## config.mk

```make
export PLATFORM = sky130hd
export DESIGN_NAME = line_index_ci_search
export DESIGN_NICKNAME = d
export VERILOG_FILES = /design/src/rtl/core/lics_pkg.sv /design/src/rtl/core/line_index_ci_search.sv /design/src/rtl/core/lics_cell.sv /design/src/rtl/core/lics_chain.sv /design/src/rtl/core/lics_skid.sv
export VERILOG_INCLUDE_DIRS = /design/src /design/src/rtl/core
export SDC_FILE = /design/constraint.sdc
export NUM_CORES = 1
export LEC_CHECK = 0
export BUFFER_PORTS_ARGS = -buffer_cell sky130_fd_sc_hd__buf_4
export CAP_MARGIN = 20
export CORE_ASPECT_RATIO = 1.1
export CORE_MARGIN = 2
export CORE_UTILIZATION = 60
export CTS_CLUSTER_SIZE = 40
export DETAILED_ROUTE_END_ITERATION = 8
export PLACE_DENSITY = 0.91
export REMOVE_ABC_BUFFERS = 1
export SLEW_MARGIN = 20
export SYNTH_ARGS = -nofsm -noshare
export SYNTH_HDL_FRONTEND = slang
export SYNTH_SLANG_ARGS = --single-unit
```

## constraint.sdc

```tcl
create_clock -name i_clk -period 8.9 [get_ports i_clk]
set_clock_uncertainty 0.05 [all_clocks]
set_input_delay 0.89 -clock i_clk [delete_from_list [all_inputs] [get_ports i_clk]]
set_output_delay 0.89 -clock i_clk [all_outputs]
set_load 0.02 [all_outputs]
```

## src/rtl/core/assert_macros.svh

```systemverilog
// Assertion macros shared by the line search RTL.
// Standalone header; every macro samples on i_clk, and LICS_ASSERT also uses i_rst_n.
`ifndef ASSERT_MACROS_SVH
`define ASSERT_MACROS_SVH

// Checked only while out of reset.
`define LICS_ASSERT(lbl, prop, msg) \
    lbl: assert property (@(posedge i_clk) disable iff (!i_rst_n) prop) else $error(msg);

// Checked at every edge, reset included.
`define LICS_ASSERT_ALWAYS(lbl, prop, msg) \
    lbl: assert property (@(posedge i_clk) prop) else $error(msg);

`endif

```

## src/rtl/core/lics_pkg.sv

```systemverilog
// Types, constants and helpers for the line index search block.
// No dependencies.
package lics_pkg;

    localparam int unsigned POS_W     = 18;
    localparam int unsigned POS_MAX   = 262143;
    localparam int unsigned LIM_W     = 21;
    localparam int unsigned CFG_IDX_W = 2;
    localparam int unsigned CFG_DATA_W = 64;
    localparam int unsigned PLEN_W    = 5;
    localparam int unsigned LIMIT_W   = 16;

    localparam int unsigned TEXT_BYTES_DEF    = 262144;
    localparam int unsigned INDEX_SLOTS_DEF   = 32768;
    localparam int unsigned PATTERN_BYTES_DEF = 16;

    localparam logic [LIMIT_W-1:0] LIMIT_RESET = 16'd32768;

    localparam logic [7:0] CH_CR      = 8'h0D;
    localparam logic [7:0] CH_LF      = 8'h0A;
    localparam logic [7:0] CH_UPPER_A = 8'h41;
    localparam logic [7:0] CH_UPPER_Z = 8'h5A;
    localparam logic [7:0] CH_LOWER_A = 8'h61;
    localparam logic [7:0] CASE_DELTA = CH_LOWER_A - CH_UPPER_A;

    localparam logic [CFG_IDX_W-1:0] CFG_PATTERN_LOW    = 2'd0;
    localparam logic [CFG_IDX_W-1:0] CFG_PATTERN_HIGH   = 2'd1;
    localparam logic [CFG_IDX_W-1:0] CFG_PATTERN_LENGTH = 2'd2;
    localparam logic [CFG_IDX_W-1:0] CFG_INDEX_LIMIT    = 2'd3;

    typedef struct packed {
        logic [7:0] text_byte;
        logic       final_byte;
    } t_in_word;

    typedef struct packed {
        logic [POS_W-1:0] line_number;
        logic [POS_W-1:0] start_offset;
        logic [POS_W-1:0] content_length;
        logic             pattern_found;
        logic             within_index;
    } t_out_word;

    // control common to every match cell
    typedef struct packed {
        logic clear;
        logic shift;
    } t_cell_ctl;

    function automatic logic [7:0] fold_byte(input logic [7:0] c);
        logic [7:0] r;
        r = c;
        if (c inside {[CH_UPPER_A:CH_UPPER_Z]}) begin
            r = c + CASE_DELTA;
        end
        return r;
    endfunction

endpackage

```

## src/rtl/core/line_index_ci_search.sv

```systemverilog
// Line splitter with a case-insensitive pattern test, one text byte per word.
//
// Input channel: i_in_valid / o_in_stall carry i_in_word (text byte plus a
// final-byte flag). A word is taken at an edge with valid high and stall low.
// Output channel: o_out_valid / i_out_stall carry o_out_word, one word per
// closed line (CR, LF, CR LF, or the last byte of the text). The LF of a
// CR LF pair gives no word.
// Result: the word for the byte that closes a line is registered into the output
// register, or into the skid slot while an output word waits. Throughput: one byte
// per cycle while o_in_stall is low; the match row of PATTERN_BYTES cells shifts once per data byte.
// Stall: an output register and a skid slot sit behind the logic; o_in_stall
// rises only when the skid slot holds a word, so one more byte is taken while
// a result waits.
// Reset (synchronous, i_rst_n low): stream state clears, pattern registers go
// to zero and the index limit to 32768. No clearing pass is needed.
// Configuration: i_cfg_we writes i_cfg_data to register i_cfg_index. The user must write only
// while idle; the block does not enforce it. Depends on lics_pkg, lics_chain, lics_skid and assert_macros.svh.
`include "assert_macros.svh"

module line_index_ci_search #(
    parameter int unsigned TEXT_BYTES    = lics_pkg::TEXT_BYTES_DEF,
    parameter int unsigned INDEX_SLOTS   = lics_pkg::INDEX_SLOTS_DEF,
    parameter int unsigned PATTERN_BYTES = lics_pkg::PATTERN_BYTES_DEF
) (
    input  logic                              i_clk,
    input  logic                              i_rst_n,
    input  logic                              i_in_valid,
    output logic                              o_in_stall,
    input  lics_pkg::t_in_word                i_in_word,
    output logic                              o_out_valid,
    input  logic                              i_out_stall,
    output lics_pkg::t_out_word               o_out_word,
    input  logic                              i_cfg_we,
    input  logic [lics_pkg::CFG_IDX_W-1:0]    i_cfg_index,
    input  logic [lics_pkg::CFG_DATA_W-1:0]   i_cfg_data
);

    localparam int unsigned SAT_INT = (TEXT_BYTES - 1 > lics_pkg::POS_MAX) ?
                                      lics_pkg::POS_MAX : TEXT_BYTES - 1;
    localparam logic [lics_pkg::POS_W-1:0] SAT_MAX = lics_pkg::POS_W'(SAT_INT);
    localparam logic [lics_pkg::LIM_W-1:0] SLOTS   = lics_pkg::LIM_W'(INDEX_SLOTS);

    function automatic logic [lics_pkg::POS_W-1:0] sat_inc(
        input logic [lics_pkg::POS_W-1:0] v
    );
        return (v >= SAT_MAX) ? SAT_MAX : v + 1'b1;
    endfunction

    // configuration
    logic [63:0]                     r_pat_lo;
    logic [63:0]                     r_pat_hi;
    logic [lics_pkg::PLEN_W-1:0]     r_pat_len;
    logic [lics_pkg::LIMIT_W-1:0]    r_limit;

    // stream state
    logic [lics_pkg::POS_W-1:0]      r_pos;
    logic [lics_pkg::POS_W-1:0]      r_start;
    logic [lics_pkg::POS_W-1:0]      r_line;
    logic                            r_cr;
    logic                            r_hit;

    logic                            accept;
    logic                            skid_full;
    logic [7:0]                      c;
    logic                            fin;
    logic                            is_cr;
    logic                            is_lf;
    logic                            swallow;
    logic                            term;
    logic                            is_data;
    logic                            emit;
    logic                            hit_now;
    logic                            pat_empty;
    logic [lics_pkg::POS_W-1:0]      pos_inc;
    logic [lics_pkg::POS_W-1:0]      close_pos;
    logic [lics_pkg::LIM_W-1:0]      lim;
    lics_pkg::t_cell_ctl             cell_ctl;
    lics_pkg::t_out_word             res;

    assign o_in_stall = skid_full;
    assign accept     = i_in_valid && !skid_full;
    assign c          = i_in_word.text_byte;
    assign fin        = i_in_word.final_byte;
    assign is_cr      = (c == lics_pkg::CH_CR);
    assign is_lf      = (c == lics_pkg::CH_LF);
    assign swallow    = is_lf && r_cr;
    assign term       = (is_cr || is_lf) && !swallow;
    assign is_data    = !(is_cr || is_lf);
    assign emit       = term || (is_data && fin);
    assign pos_inc    = sat_inc(r_pos);

    assign cell_ctl.clear = accept && (term || fin);
    assign cell_ctl.shift = accept && is_data;

    always_comb begin
        lim = (lics_pkg::LIM_W'(r_limit) > SLOTS) ? SLOTS : lics_pkg::LIM_W'(r_limit);
        close_pos = term ? r_pos : pos_inc;
        res.line_number    = r_line;
        res.start_offset   = r_start;
        res.content_length = (close_pos >= r_start) ? close_pos - r_start : '0;
        res.pattern_found  = r_hit || (is_data && hit_now) || pat_empty;
        res.within_index   = (lics_pkg::LIM_W'(r_line) < lim);
    end

    lics_chain #(
        .PATTERN_BYTES (PATTERN_BYTES)
    ) u_chain (
        .i_clk     (i_clk),
        .i_rst_n   (i_rst_n),
        .i_ctl     (cell_ctl),
        .i_byte    (c),
        .i_pat_lo  (r_pat_lo),
        .i_pat_hi  (r_pat_hi),
        .i_pat_len (r_pat_len),
        .o_hit_now (hit_now),
        .o_empty   (pat_empty)
    );

    lics_skid u_skid (
        .i_clk   (i_clk),
        .i_rst_n (i_rst_n),
        .i_load  (accept && emit),
        .i_word  (res),
        .o_full  (skid_full),
        .o_valid (o_out_valid),
        .o_word  (o_out_word),
        .i_stall (i_out_stall)
    );

    always_ff @(posedge i_clk) begin
        if (!i_rst_n) begin
            r_pat_lo  <= '0;
            r_pat_hi  <= '0;
            r_pat_len <= '0;
            r_limit   <= lics_pkg::LIMIT_RESET;
        end else if (i_cfg_we) begin
            case (i_cfg_index)
                lics_pkg::CFG_PATTERN_LOW:    r_pat_lo  <= i_cfg_data;
                lics_pkg::CFG_PATTERN_HIGH:   r_pat_hi  <= i_cfg_data;
                lics_pkg::CFG_PATTERN_LENGTH: r_pat_len <= i_cfg_data[lics_pkg::PLEN_W-1:0];
                lics_pkg::CFG_INDEX_LIMIT:    r_limit   <= i_cfg_data[lics_pkg::LIMIT_W-1:0];
                default: begin
                end
            endcase
        end
    end

    always_ff @(posedge i_clk) begin
        if (!i_rst_n) begin
            r_pos   <= '0;
            r_start <= '0;
            r_line  <= '0;
            r_cr    <= 1'b0;
            r_hit   <= 1'b0;
        end else if (accept) begin
            if (fin) begin
                // end of text: start over for the next one
                r_pos   <= '0;
                r_start <= '0;
                r_line  <= '0;
                r_cr    <= 1'b0;
                r_hit   <= 1'b0;
            end else begin
                r_pos <= pos_inc;
                if (swallow) begin
                    r_cr    <= 1'b0;
                    r_start <= pos_inc;
                end else if (term) begin
                    r_line  <= sat_inc(r_line);
                    r_start <= pos_inc;
                    r_cr    <= is_cr;
                    r_hit   <= 1'b0;
                end else begin
                    r_cr  <= 1'b0;
                    r_hit <= r_hit || hit_now;
                end
            end
        end
    end

    `LICS_ASSERT(a_start_le_pos, r_start <= r_pos, "line start beyond byte position")
    `LICS_ASSERT(a_line_sat, r_line <= SAT_MAX, "line number beyond saturation")
    `LICS_ASSERT(a_emit_shows, (accept && emit) |=> o_out_valid,
        "closed line gave no result word")

endmodule

```

## src/rtl/core/lics_cell.sv

```systemverilog
// One match cell: holds "pattern bytes 0..k match the latest bytes of the line".
// Depends on lics_pkg.
module lics_cell (
    input  logic                i_clk,
    input  logic                i_rst_n,
    input  lics_pkg::t_cell_ctl i_ctl,
    input  logic [7:0]          i_byte,
    input  logic [7:0]          i_pat_byte,
    input  logic                i_prev_match,
    output logic                o_match,
    output logic                o_match_next
);

    logic r_match;

    assign o_match_next = i_prev_match && (i_byte == i_pat_byte);
    assign o_match      = r_match;

    always_ff @(posedge i_clk) begin
        if (!i_rst_n) begin
            r_match <= 1'b0;
        end else if (i_ctl.clear) begin
            r_match <= 1'b0;
        end else if (i_ctl.shift) begin
            r_match <= o_match_next;
        end
    end

endmodule

```

## src/rtl/core/lics_chain.sv

```systemverilog
// Row of match cells; each passes its partial match to the next cell.
// Depends on lics_pkg and lics_cell.
module lics_chain #(
    parameter int unsigned PATTERN_BYTES = lics_pkg::PATTERN_BYTES_DEF
) (
    input  logic                          i_clk,
    input  logic                          i_rst_n,
    input  lics_pkg::t_cell_ctl           i_ctl,
    input  logic [7:0]                    i_byte,
    input  logic [63:0]                   i_pat_lo,
    input  logic [63:0]                   i_pat_hi,
    input  logic [lics_pkg::PLEN_W-1:0]   i_pat_len,
    output logic                          o_hit_now,
    output logic                          o_empty
);

    logic [127:0]             pat_all;
    logic [7:0]               byte_f;
    logic [PATTERN_BYTES-1:0] match;
    logic [PATTERN_BYTES-1:0] match_next;
    logic [PATTERN_BYTES-1:0] prev;

    assign pat_all = {i_pat_hi, i_pat_lo};
    assign byte_f  = lics_pkg::fold_byte(i_byte);
    assign o_empty = (i_pat_len == '0);

    for (genvar k = 0; k < PATTERN_BYTES; k++) begin : g_cell
        if (k == 0) begin : g_head
            assign prev[k] = 1'b1;
        end else begin : g_body
            assign prev[k] = match[k-1];
        end

        lics_cell u_cell (
            .i_clk        (i_clk),
            .i_rst_n      (i_rst_n),
            .i_ctl        (i_ctl),
            .i_byte       (byte_f),
            .i_pat_byte   (lics_pkg::fold_byte(pat_all[8*k +: 8])),
            .i_prev_match (prev[k]),
            .o_match      (match[k]),
            .o_match_next (match_next[k])
        );
    end

    // pick the cell that closes a full-length match; longer lengths use the last cell
    always_comb begin
        o_hit_now = 1'b0;
        for (int k = 0; k < PATTERN_BYTES; k++) begin
            if ((i_pat_len == lics_pkg::PLEN_W'(k + 1)) ||
                ((k == PATTERN_BYTES - 1) && (i_pat_len > lics_pkg::PLEN_W'(PATTERN_BYTES))))
            begin
                o_hit_now = o_hit_now | match_next[k];
            end
        end
    end

endmodule

```

## src/rtl/core/lics_skid.sv

```systemverilog
// Output register plus skid slot for the result words.
// Depends on lics_pkg and assert_macros.svh.
`include "assert_macros.svh"

module lics_skid (
    input  logic                i_clk,
    input  logic                i_rst_n,
    input  logic                i_load,
    input  lics_pkg::t_out_word i_word,
    output logic                o_full,
    output logic                o_valid,
    output lics_pkg::t_out_word o_word,
    input  logic                i_stall
);

    logic                r_out_valid;
    logic                r_skid_valid;
    lics_pkg::t_out_word r_out;
    lics_pkg::t_out_word r_skid;
    logic                take;

    assign take    = r_out_valid && !i_stall;
    assign o_valid = r_out_valid;
    assign o_word  = r_out;
    assign o_full  = r_skid_valid;

    always_ff @(posedge i_clk) begin
        if (!i_rst_n) begin
            r_out_valid  <= 1'b0;
            r_skid_valid <= 1'b0;
        end else if (r_skid_valid) begin
            if (take) begin
                r_out        <= r_skid;
                r_skid_valid <= 1'b0;
            end
        end else if (i_load) begin
            if (!r_out_valid || take) begin
                r_out       <= i_word;
                r_out_valid <= 1'b1;
            end else begin
                r_skid       <= i_word;
                r_skid_valid <= 1'b1;
            end
        end else if (take) begin
            r_out_valid <= 1'b0;
        end
    end

    `LICS_ASSERT(a_skid_behind_out, r_skid_valid |-> r_out_valid, "skid word without output word")
    `LICS_ASSERT(a_no_load_full, i_load |-> !r_skid_valid, "word loaded while skid slot full")
    `LICS_ASSERT(a_skid_drains, (r_skid_valid && take) |=> (r_out_valid && !r_skid_valid),
        "skid word not moved to output")

endmodule
```

# Word-level counts from Yosys, hierarchy flattened
# Cells that the tools add are included.
# totals
in_bits,80
word_cells,288
output_inout_bits,58
ff_bits,334
# op_classes
n_mux,62
reduce_logical,72
bitwise_logic,18
add_sub_neg,20
magnitude_cmp,40
n_eq_ne,40
# ops
operator,count
$mux W56,4
$mux W18,11
$add A8 B6 Y8 const B,17
$ge A8 B7 Y1 const B,17
$le A8 B7 Y1 const B,17
$mux W8,17
$eq A8 B8 Y1,16
$logic_and A1 B1 Y1,41
$eq A5 B4 Y1 const B,8
$add A18 B1 Y18 const B,2
$ge A18 B18 Y1 const B,2
$mux W1,29
$eq A5 B3 Y1 const B,4
$ge A18 B18 Y1,1
$lt A18 B16 Y1,1
$sub A18 B18 Y18,1
$eq A8 B4 Y1 const B,2
$gt A16 B16 Y1 const B,1
$mux W16,1
$or A1 B1 Y1,15
$reduce_and A2 Y1,6
$eq A5 B2 Y1 const B,2
$logic_or A1 B1 Y1,8
$reduce_and A4 Y1,2
14 further kinds,27

# Longest topological paths before layout
# Gate-level depths: netlist of run 1.
# depth
ltp_word,41
ltp_mapped,23
mapped_depth_nobuf,20

# Modules after synthesis
# Synthesis of run 1 repeated with hierarchy kept, for this count alone.
# unflattened
hier_cells,1909
hier_area_um2,17984.7
# modules_own_cells
mod,seq_area_each_um2,n_inst,area_each_um2,cells_per_inst
line_index_ci_search,4103.9,1,10079.7,1275
lics_skid,3403.3,1,4200.3,188
lics_cell,20.0,16,141.4,17
lics_chain,0.0,1,1442.6,174

# Worst setup path before layout of run 1
# OpenSTA, ideal clock, no wires.
# synth_timing
path_kind,input to register
start,input i_in_word[5] in the netlist's numbering
end,"register u_skid.r_skid[0] in the netlist's numbering, enable pin"
slack_ns,2.240
stages,9
required_ns,8.311
t_arrival_ns,6.071
setup_time_ns,0.539
path_buffers,2
path_cell_list,buf_4 -> nor4_1 -> and2_1 -> and2_1 -> buf_2 -> nor2_1 -> nor2_1 -> nand2_1 -> nor3_1
# synth_via
elab_chain_len,7
word_cells_on_any_way,11
# synth_lines
element,line_no,text
from (decl),line_index_ci_search.sv:29,"input lics_pkg::t_in_word i_in_word,"
"$eq A8 B4 Y1, on equally long branches","line_index_ci_search.sv:85, line_index_ci_search.sv:84",
$logic_and A1 B1 Y1 / $logic_or A1 B1 Y1 (equally long branches),"line_index_ci_search.sv:86, line_index_ci_search.sv:87, line_index_ci_search.sv:88",
"$logic_not A1 Y1, on equally long branches","line_index_ci_search.sv:87, line_index_ci_search.sv:88",
"$logic_and A1 B1 Y1, on equally long branches","line_index_ci_search.sv:87, line_index_ci_search.sv:89",
$logic_or A1 B1 Y1 *,line_index_ci_search.sv:89,assign emit = term || (is_data && fin);
$logic_and A1 B1 Y1 *,line_index_ci_search.sv:122,".i_load (accept && emit),"
$reduce_and A4 Y1 (no source line) *,n/a,
to (signal assigned),lics_skid.sv:41,r_skid <= i_word;
to (decl),lics_skid.sv:19,lics_pkg::t_out_word r_skid;
# Mark *: on every way between the ends. The rest lies on a longest branch, timed or not.
# A chain may end at the register's enable or synchronous reset.

==> results.tsv, run 1 <==
metric	value	unit
drv_slew	0	
routed_wl	43100	µm
arrival	6.16	ns
dp_hpwl	29100	µm
synth_seq_area_share	0.448	
crit_chain	ha_1 -> and3_1 -> nand3_1 -> nor3_1 -> and2_1 -> nand4_1 -> buf_4 -> and2_0 -> a31oi_1 -> ha_1 -> nor2b_1 -> o21ai_0 -> a21oi_1 -> o21ai_0 -> a211oi_1 -> o31ai_1 -> and3_1 -> buf_4 -> nor2_1 -> mux2_2	
tns	0	ns
rsz0062_at_grt	false	
setup.worst_path.end	u_skid.o_word[17]	
yosysMostFrequentCell	nand2_1	
netlist-cell-type-count	79	
tritoncts	built	
synthTopCellsByArea	dfxtp_1, edfxtp_1, nand2_1	
wl_per_cell	17.3	µm
timing.final.crit_period	5.95	ns
gp_congestion	0.907	
area_delta_synth_final	13.3	%
cts_hold_buf	0	
grt_pass1_vias	14900	
period_share	0.668	
maxCapViolCount	0	
max-slew-margin-rel	0.309	
synth_area_leader_cell	dfxtp_1	
port_buffers	137	
ys_warn_count	0	
vias_per_cell	6.10	
grtUsageTotal	0.278	
dieArea	0.0304	mm²
ys.flop_type	dfxtp_1	
max-vdd-ir-drop	154	µV
cts-root-buf	clkbuf_16	
grt_antenna_before_repair	1	
drcViolationCount	0	
endpoint_kind	register	
die_h	183	µm
start_util	0.609	
critPathMaxFanout	38	
hold_path.class	reg2reg	
path_class	reg2reg	
max_freq	168	MHz
insertion_delay	0.52	ns
p_leak	7.31	nW
grt_max_degree	104	
power_density	174	mW/mm²
grt-ovfl-total	0	
worst_slew_pin_slew	1.04	ns
regToRegSetupSlack	2.95	ns
nFillCells	2177	
r2r_end	u_skid.o_word[17]	
netlist_area	0.0174	mm²
synthCells	2030	
stdcell_area	0.0197	mm²
worstSetupStartpointType	register	
slowest_stage	nor3_1	
ys_top_cells_by_count	nand2_1, a21oi_1, dfxtp_1	
drive_above_1_share	0.122	
drt-initial-drc-count	1338	
die_x	167	µm
rows	65	
clockBufferDepth	3	
synth.avg_cell_area	8.59	µm²
synth_edf_count	112	
ys_ff_latch	334	
drtAntennaViolNets	0	
vias	15200	
io-pin-count	138	
htree_levels	2	
first_pass_iters	6	
required	9.11	ns
cts_sinks	334	
placed_cell_area	0.0186	mm²
cts_buffers	34	
status	finished, final reports clean	
worstReg2RegStart	r_pos[0]	
synthArstFlopShare	0	
finalSetupViolations	0	
cpPeakStageDelay	0.48	ns
reg2reg_depth	20	
cts_setup_buffers	0	
fin_nets	2226	
fin_ws	2.95	ns
place_ws	2.94	ns
cts.clk_slew.worst_paths	0.06	ns
cts_resized	0	
coreArea	0.0286	mm²
critPathLaunch	r_pos[0]	
grt_pass1_wl	70800	µm
synth_top_area_share	0.255	
final_hold_viol_count	0	
==> layer usage <==
metal / vias up / track usage / share of wire
met5: - / 0 / 0
met4: 0 / 0.138 / 0.043
met3: 142 / 0.0391 / 0.073
met2: 676 / 0.490 / 0.49
met1: 7077 / 0.334 / 0.39
li1: 7265 / - / -
==> power by group <==
part | leakage, nW | internal (W) | switching [W]
Clock | 0.559 | 0.000882 | 0.000592
Sequential | 2.81 | 0.00161 | 0.0000327
Combinational | 3.93 | 0.000122 | 0.000196
Total | 7.31 | 0.00261 | 0.000820
==> how the worst min path moves through the flow <==
| stage | start | end | slack [ns] | depth (start not counted) |
|---|---|---|---|---|
| after CTS | u_chain.g_cell[7].u_cell.o_match | u_chain.g_cell[7].u_cell.o_match | 0.41 | 2 |
| after global placement | r_start[16] | u_skid.r_skid[36] | 0.39 | 0 |
| after floorplan | u_chain.g_cell[6].u_cell.o_match | u_chain.g_cell[6].u_cell.o_match | 0.38 | 2 |
| after global routing | r_start[3] | u_skid.r_skid[23] | 0.42 | 0 |
| after detailed placement | u_chain.g_cell[6].u_cell.o_match | u_chain.g_cell[6].u_cell.o_match | 0.40 | 2 |
| final | r_start[17] | u_skid.r_skid[37] | 0.41 | 0 |
==> final cells by class <==
type | instances | area (µm²) | share of cell area
clock inverter | 12 | 149 | 0.00754
inverter | 63 | 239 | 0.0121
timing repair buffer | 152 | 1140 | 0.0578
antenna | 1 | 2.50 | 0.000127
tap | 368 | 460 | 0.0233
clock buffer | 49 | 1010 | 0.0512
sequential | 334 | 7810 | 0.396
multi-input combinational | 1508 | 8930 | 0.452
==> placed cells by master (no fill, tap or decap), types with 5 or more instances in the layout <==
master	instances
xnor2_1	53
buf_4	152
o211ai_1	5
mux2i_1	11
nor3_1	45
edfxtp_1	112
ha_1	52
a22o_1	16
nand3_1	38
mux2_2	23
a41o_1	5
nand2b_1	18
nor2_1	99
a21oi_1	271
clkbuf_1	8
o21ai_0	68
nor4_1	25
a21boi_0	8
a211oi_1	16
dfxtp_1	221
a41oi_1	16
a2bb2oi_1	14
inv_1	62
o31ai_1	23
and3_1	29
clkbuf_16	37
a21o_1	15
nand3b_1	7
and2_1	5
xor2_1	93
nor2b_1	8
nand4_1	11
a31oi_1	23
nand2_1	433
==> flip-flops by register name, indices dropped and copies added, names as in the netlist <==
name                           cells
r_cr                               1
r_hit                              1
r_limit                           16
r_line                            18
r_pat_hi                          64
r_pat_len                          5
r_pat_lo                          64
r_pos                             18
r_start                           18
u_chain.g_cell.u_cell.o_match     15
u_skid.o_full                      1
u_skid.o_valid                     1
u_skid.o_word                     56
u_skid.r_skid                     56
==> per-stage QoR <==
step,hold WS [ns],std cells,utilization,total power (W)
2_1_floorplan,0.377,1905,-,0.00186
3_3_place_gp,0.390,2425,0.649,0.00197
3_5_place_dp,0.399,2425,0.649,0.00198
4_1_cts,0.412,2486,0.689,0.00344
5_1_grt,0.423,2487,0.689,0.00354
6_report,0.413,2487,0.689,0.00343
==> cell families after synthesis <==
group / synth area share
and+or+nand+nor: 0.190
xor gates and xnor gates: 0.0734
adders and majority gates: 0.0385
DFF: 0.448
buffers and inverters: 0.0431
AOI/OAI and AO/OA: 0.186
muxes: 0.0212
==> critical path: cells and delay by family (launching register included) <==
family / cells / cell delay, ns
buf+inv: 2 / 0.61
fa+ha+maj: 2 / 0.61
mux: 1 / 0.28
compound gates: 6 / 1.40
flops: 1 / 0.45
simple gates: 9 / 2.29
No activity file was read; power rests on OpenSTA's default activity.
==> run 2, diff against run 1 <==
- ABC_AREA: not set -> 1
- CORE_UTILIZATION: 60 -> 55
- PLACE_DENSITY: 0.91 -> 0.88
- clock period: 8.9 -> 5.29 ns (I/O delays scaled with it)
==> run 2 against run 1 <==
Against the previous run: critical path depth is 2 higher; combinational power grew to 2.9 times the previous value; largest cell class unchanged; critical endpoint unchanged; non-clock buffer count is 3 higher; fmax is 34% higher; core utilization is 5.6 points lower; flip-flop and latch count stayed put; register-to-register slack worse by 2.1 ns.
==> results.tsv, run 2 <==
metric	value	unit	change
status	finished, final reports clean		
power_density	305	mW/mm²	+75%
ys_ff_latch	334		unchanged
design_power_total	0.00626	W	+82%
rsz0062_at_grt	false		
rows	69		+6.2%
tritoncts	built		
cts.clk_slew.worst_paths	0.06	ns	about the same
required	5.52	ns	-3.59 ns
synth_area_leader_cell	dfxtp_1		
nFillCells	2729		+25%
grt_pass1_wl	77400	µm	+9.4%
hold_path.startpoint	i_cfg_data[24]		
routed_wl	48100	µm	+12%
netlist_area	0.0181	mm²	+3.9%
antenna_cells	0		-1
worst_slew_pin_slew	0.953	ns	-0.0835 ns
htree_levels	2		unchanged
min_delay_path_depth	3		+3
cts_hold_buf	0		unchanged
cts_resized	0		unchanged
clockBufferDepth	3		unchanged
worstReg2RegStart	r_pos[0]		
timing.final.crit_period	4.42	ns	-1.52 ns
die_x	177	µm	+6.3%
coreArea	0.0324	mm²	+13%
place_ws	0.909	ns	-2.03 ns
ys.flop_type	dfxtp_1		
ys_top_cells_by_count	nand2_1, nor2_1, o21ai_0		
grtUsageTotal	0.274		-0.00383
cts_setup_buffers	0		unchanged
dp_hpwl	33400	µm	+15%
final_common_cell	nand2_1		
hold_path.class	in2reg		
cts_buffers	36		+5.9%
arrival	4.65	ns	-1.51 ns
wl_per_cell	16.0	µm	-7.9%
drcViolationCount	0		unchanged
hold-worst-slack	0.176	ns	-0.237 ns
cpPeakStageDelay	0.43	ns	-0.05 ns
io-pin-count	138		unchanged
fin_ws	0.866	ns	-2.09 ns
r2r_end	u_skid.o_word[17]		
path_class	reg2reg		
port_buffers	137		unchanged
fin_nets	2691		+21%
period_share	0.836		+0.168
worstSetupStartpointType	register		
vias_per_cell	5.66		-7.2%
grt_max_degree	107		+2.9%
netlist-cell-type-count	49		-38%
regToRegSetupSlack	0.87	ns	-2.09 ns
area_delta_synth_final	13.3	%	about the same
max_freq	226	MHz	+34%
cts_sinks	334		unchanged
cp_top_family	simple AND/OR/NAND/NOR gates		
largest_registers	r_pat_hi (64), r_pat_lo (64)		
synth_seq_area_share	0.431		-0.0170
die_h	194	µm	+6.3%
slowest_stage	dfxtp_1		
drive_above_1_share	0.106		-0.0158
ys_warn_count	0		unchanged
yosysMostFrequentCell	nand2_1		
tns	0	ns	unchanged
insertion_delay	0.52	ns	about the same
crit_top_cell	nand3_1		
grt_antenna_before_repair	0		-1
endpoint_kind	register		
cts-root-buf	clkbuf_16		
maxCapViolCount	0		unchanged
dieArea	0.0344	mm²	+13%
min_to	r_pat_hi[24]		
synth_edf_count	112		unchanged
drtAntennaViolNets	0		unchanged
critPathMaxFanout	13		-66%
vias	17000		+12%
gp_congestion	0.927		+2.1%
final_hold_viol_count	0		unchanged
synthTopCellsByArea	dfxtp_1, edfxtp_1, nand2_1		
first_pass_iters	5		-1
grt-ovfl-total	0		unchanged
p_leak	8.73	nW	+19%
synth_top_area_share	0.245		-0.00969
synthCells	2472		+22%
start_util	0.560		-0.0492
drt-initial-drc-count	1558		+16%
max-vdd-ir-drop	252	µV	+64%
critPathBufInv	1		-1
final_cell_mix	nand2_1, nor2_1, o21ai_0		
drv_slew	0		unchanged
grt_pass1_vias	16100		+8.3%
reg2reg_depth	22		+10%
synthArstFlopShare	0		unchanged
max-slew-margin-rel	0.364		+0.0548
finalSetupViolations	0		unchanged
synth.avg_cell_area	7.33	µm²	-15%
crit_chain	ha_1 -> nand3_1 -> nor3_2 -> nand3_1 -> nor2_1 -> nand4_1 -> nor2_1 -> nand3b_1 -> nand3_1 -> nand2_1 -> o21ai_0 -> ha_1 -> a21oi_1 -> o21ai_0 -> a21oi_1 -> nand3_1 -> nor2_1 -> inv_1 -> o21ai_0 -> a21oi_1 -> nand2_1 -> nand2_1		
run 2: changes by cell type after synthesis, sizes merged, moves of 28 or more:
cell,change
nand3,+60
nand2,+146
o21ai,+237
inv,+191
a21oi,-86
xor2,-55
xnor2,-30
clkbuf,-28
nor2,+232
nand4,+35
and3,-28
run 2: area by class of cell:
type	instances	area, µm²	share of cell area
well taps	426	533	0.0260
clock buffers	47	982	0.0479
flip-flops and latches	334	7810	0.381
multi-input cells	1775	8870	0.432
clock inverters	18	183	0.00890
repair buffers	155	1180	0.0573
inverters	256	966	0.0471
run 2: how the worst max path moves through the flow:
stage,startpoint,endpoint,slack (ns),cells after the start
3_5_place_dp,i_in_word[5],u_skid.o_word[17],0.91,23
6_report,r_pos[0],u_skid.o_word[17],0.87,22
5_1_grt,r_pos[0],u_skid.o_word[17],0.47,22
3_3_place_gp,i_in_word[5],u_skid.o_word[17],0.97,23
2_1_floorplan,u_skid.o_full,u_skid.o_word[0],-1.47,9
4_1_cts,r_pos[0],u_skid.o_word[17],0.93,22
run 2: routing by layer:
layer  wire [µm]  vias up  track usage  part of all wire
met2       22800      815        0.462              0.47
met4        2170        0        0.126             0.045
li1            -     8337            -                 -
met1       19100     7713        0.347              0.40
met3        4110      172       0.0366             0.085
met5           0        -            0                 0
run 2: power breakdown:
group	internal [W]	total [W]	leakage (nW)	switching, W
Combinational	0.000313	0.000906	5.30	0.000593
Sequential	0.00277	0.00286	2.85	0.0000854
Clock	0.00146	0.00249	0.573	0.00103
run 2: logic make-up after synthesis:
logic type               share of synthesized area
AO/OA/AOI/OAI                                0.165
XOR/XNOR                                    0.0295
adder cells (fa/ha/maj)                     0.0370
buffers and inverters                       0.0816
flip-flops                                   0.431
AND/OR/NAND/NOR                              0.256
run 2: worst min-delay path, delay by kind of cell:
family | cells | cell delay, ns
and+or+nand+nor | 2 | 0.11
buffers and inverters | 1 | 0.08
run 2: metrics by stage:
stage	util	area, µm²	cells
floorplan	-	17600	2365
global placement	0.598	19400	2946
detailed placement	0.598	19400	2946
CTS	0.634	20500	3011
global route	0.634	20500	3011
finish	0.634	20500	3011
==> run 3, diff against run 2 <==
- clock period: 5.29 -> 4 ns (I/O delays scaled with it)
==> run 3 against run 2 <==
Against the previous run: final area increased by 0.82%; die area stayed put; power up 30%; final cell count is 0.60% higher; setup slack worse by 0.60 ns; sequential power is 32% higher; via count rose by 0.35%; fmax increased by 18%; sequential share of layout area fell by 0.27 points; combinational power is 37% higher; wire length up 0.87%; largest cell class unchanged; highest routed layer is now met5.
==> results.tsv, run 3 (synthesis results as in run 2) <==
metric	value	unit	change
final_cell_mix	nand2_1, nor2_1, o21ai_0		
grt_pass1_vias	16000		-0.99%
design_power_total	0.00816	W	+30%
reg2reg_depth	22		unchanged
grt_pass1_wl	77600	µm	+0.20%
tritoncts	built		
routed_wl	48500	µm	+0.87%
finish.utilization	0.639		+0.00522
max_freq	268	MHz	+18%
nFillCells	2749		+0.73%
path_class	reg2reg		
io-pin-count	138		unchanged
endpoint_kind	register		
drive_above_1_share	0.118		+0.0123
cts-root-buf	clkbuf_16		
die_h	194	µm	unchanged
largest_registers	r_pat_hi (64), r_pat_lo (64)		
multiInputGateArea	0.00895	mm²	+0.87%
grtUsageTotal	0.277		+0.00261
register_area	0.00782	mm²	about the same
vias	17100		+0.35%
dp_hpwl	34200	µm	+2.5%
wl_per_cell	16.0	µm	+0.27%
stdcell_area	0.0207	mm²	+0.82%
min_delay_path_depth	3		unchanged
gp_congestion	0.939		+1.3%
hold-worst-slack	0.0489	ns	-0.127 ns
cts.clk_slew.worst_paths	0.06	ns	about the same
required	4.19	ns	-1.33 ns
area_delta_synth_final	14.2	%	
port_buffers	137		unchanged
max-slew-margin-rel	0.372		+0.00858
drcViolationCount	0		unchanged
first_pass_iters	8		+3
htree_levels	2		unchanged
grt_antenna_before_repair	1		+1
worstSetupStartpointType	register		
maxCapViolCount	0		unchanged
critPathMaxFanout	11		-2
period_share	0.934		+0.0977
status	finished, final reports clean		
drv_slew	0		unchanged
drt-initial-drc-count	1619		+3.9%
arrival	3.92	ns	-0.73 ns
placed_cell_area	0.0195	mm²	+0.62%
drtAntennaViolNets	0		unchanged
final_hold_viol_count	0		unchanged
rows	69		unchanged
cts_sinks	334		unchanged
clockBufferDepth	3		unchanged
hold_path.class	in2reg		
fin_nets	2709		+0.67%
finalSetupViolations	0		unchanged
cts_buffers	35		-2.8%
max-vdd-ir-drop	298	µV	+18%
cts_hold_buf	0		unchanged
grt_max_degree	116		+8.4%
die_x	177	µm	unchanged
p_leak	8.81	nW	+0.97%
dieArea	0.0344	mm²	unchanged
insertion_delay	0.54	ns	+0.02 ns
timing.final.crit_period	3.74	ns	-0.688 ns
antenna_cells	0		unchanged
vias_per_cell	5.64		-0.24%
start_util	0.560		unchanged
power_density	395	mW/mm²	+29%
grt-ovfl-total	0		unchanged
final_common_cell	nand2_1		
worst_slew_pin_slew	0.942	ns	-0.0115 ns
coreArea	0.0324	mm²	unchanged
[run 3: worst paths after layout]
check                                     from                 to  slack, ns
worst max-delay path                  r_pos[0]  u_skid.o_word[11]       0.26
worst min-delay path            i_cfg_data[38]       r_pat_hi[38]       0.05
worst max register to register        r_pos[0]  u_skid.o_word[11]       0.26
worst min register to register      r_start[4]  u_skid.r_skid[24]       0.39
[run 3: per-stage QoR]
step	setup slack (ns)	std cells	TNS [ns]
after floorplan	-2.76	2365	-281.87
after global placement	0.176	2962	0
after detailed placement	-0.0167	2962	-0.0167
after CTS	0.0586	3026	0
after global routing	-0.0248	3029	-0.0514
final	0.264	3029	0
[run 3: critical path: stages (launching register included)]
cell and delay, ns:
dfxtp_4 0.38, ha_4 0.15, nand3_2 0.11, nor3_4 0.22, buf_4 0.16, nand3_1 0.10
nor2_2 0.17, nand4_1 0.13, nor2_2 0.16, nand3b_1 0.12, nand3_2 0.10, nand2_1 0.05
o21ai_0 0.09, ha_2 0.35, a21oi_2 0.15, o21ai_1 0.09, a21oi_1 0.18, nand3_1 0.11
nor2_2 0.13, inv_1 0.08, buf_4 0.18, nand2_1 0.10, o21ai_2 0.08
[run 3: timing repair]
action | in CTS | in global routing
resized for setup | 1 | 28
hold endpoints to repair | 0 | 0
pin swaps | 0 | 7
setup buffers | 0 | 3
endpoints found under the setup margin | 1 | 36
[run 3: area by class of cell]
class,instances,area share
Clock buffer,48,0.0476
Clock inverter,16,0.00575
Inverter,256,0.0468
Multi-Input combinational cell,1775,0.433
Sequential cell,334,0.378
Tap cell,426,0.0258
Timing Repair Buffer,174,0.0637
[run 3: metal layers]
metal	vias up	part of all wire	routed length, µm	track usage
met3	157	0.077	3750	0.0442
li1	8358	-	-	-
met4	2	0.042	2020	0.122
met5	-	0.00025	12	0
met1	7859	0.40	19600	0.343
met2	721	0.48	23100	0.472
[run 3: report_power, final]
| part | leakage (nW) | internal [W] | switching (W) |
|---|---|---|---|
| Clock | 0.539 | 0.00180 | 0.00134 |
| Combinational | 5.42 | 0.000445 | 0.000795 |
| Sequential | 2.85 | 0.00367 | 0.000112 |
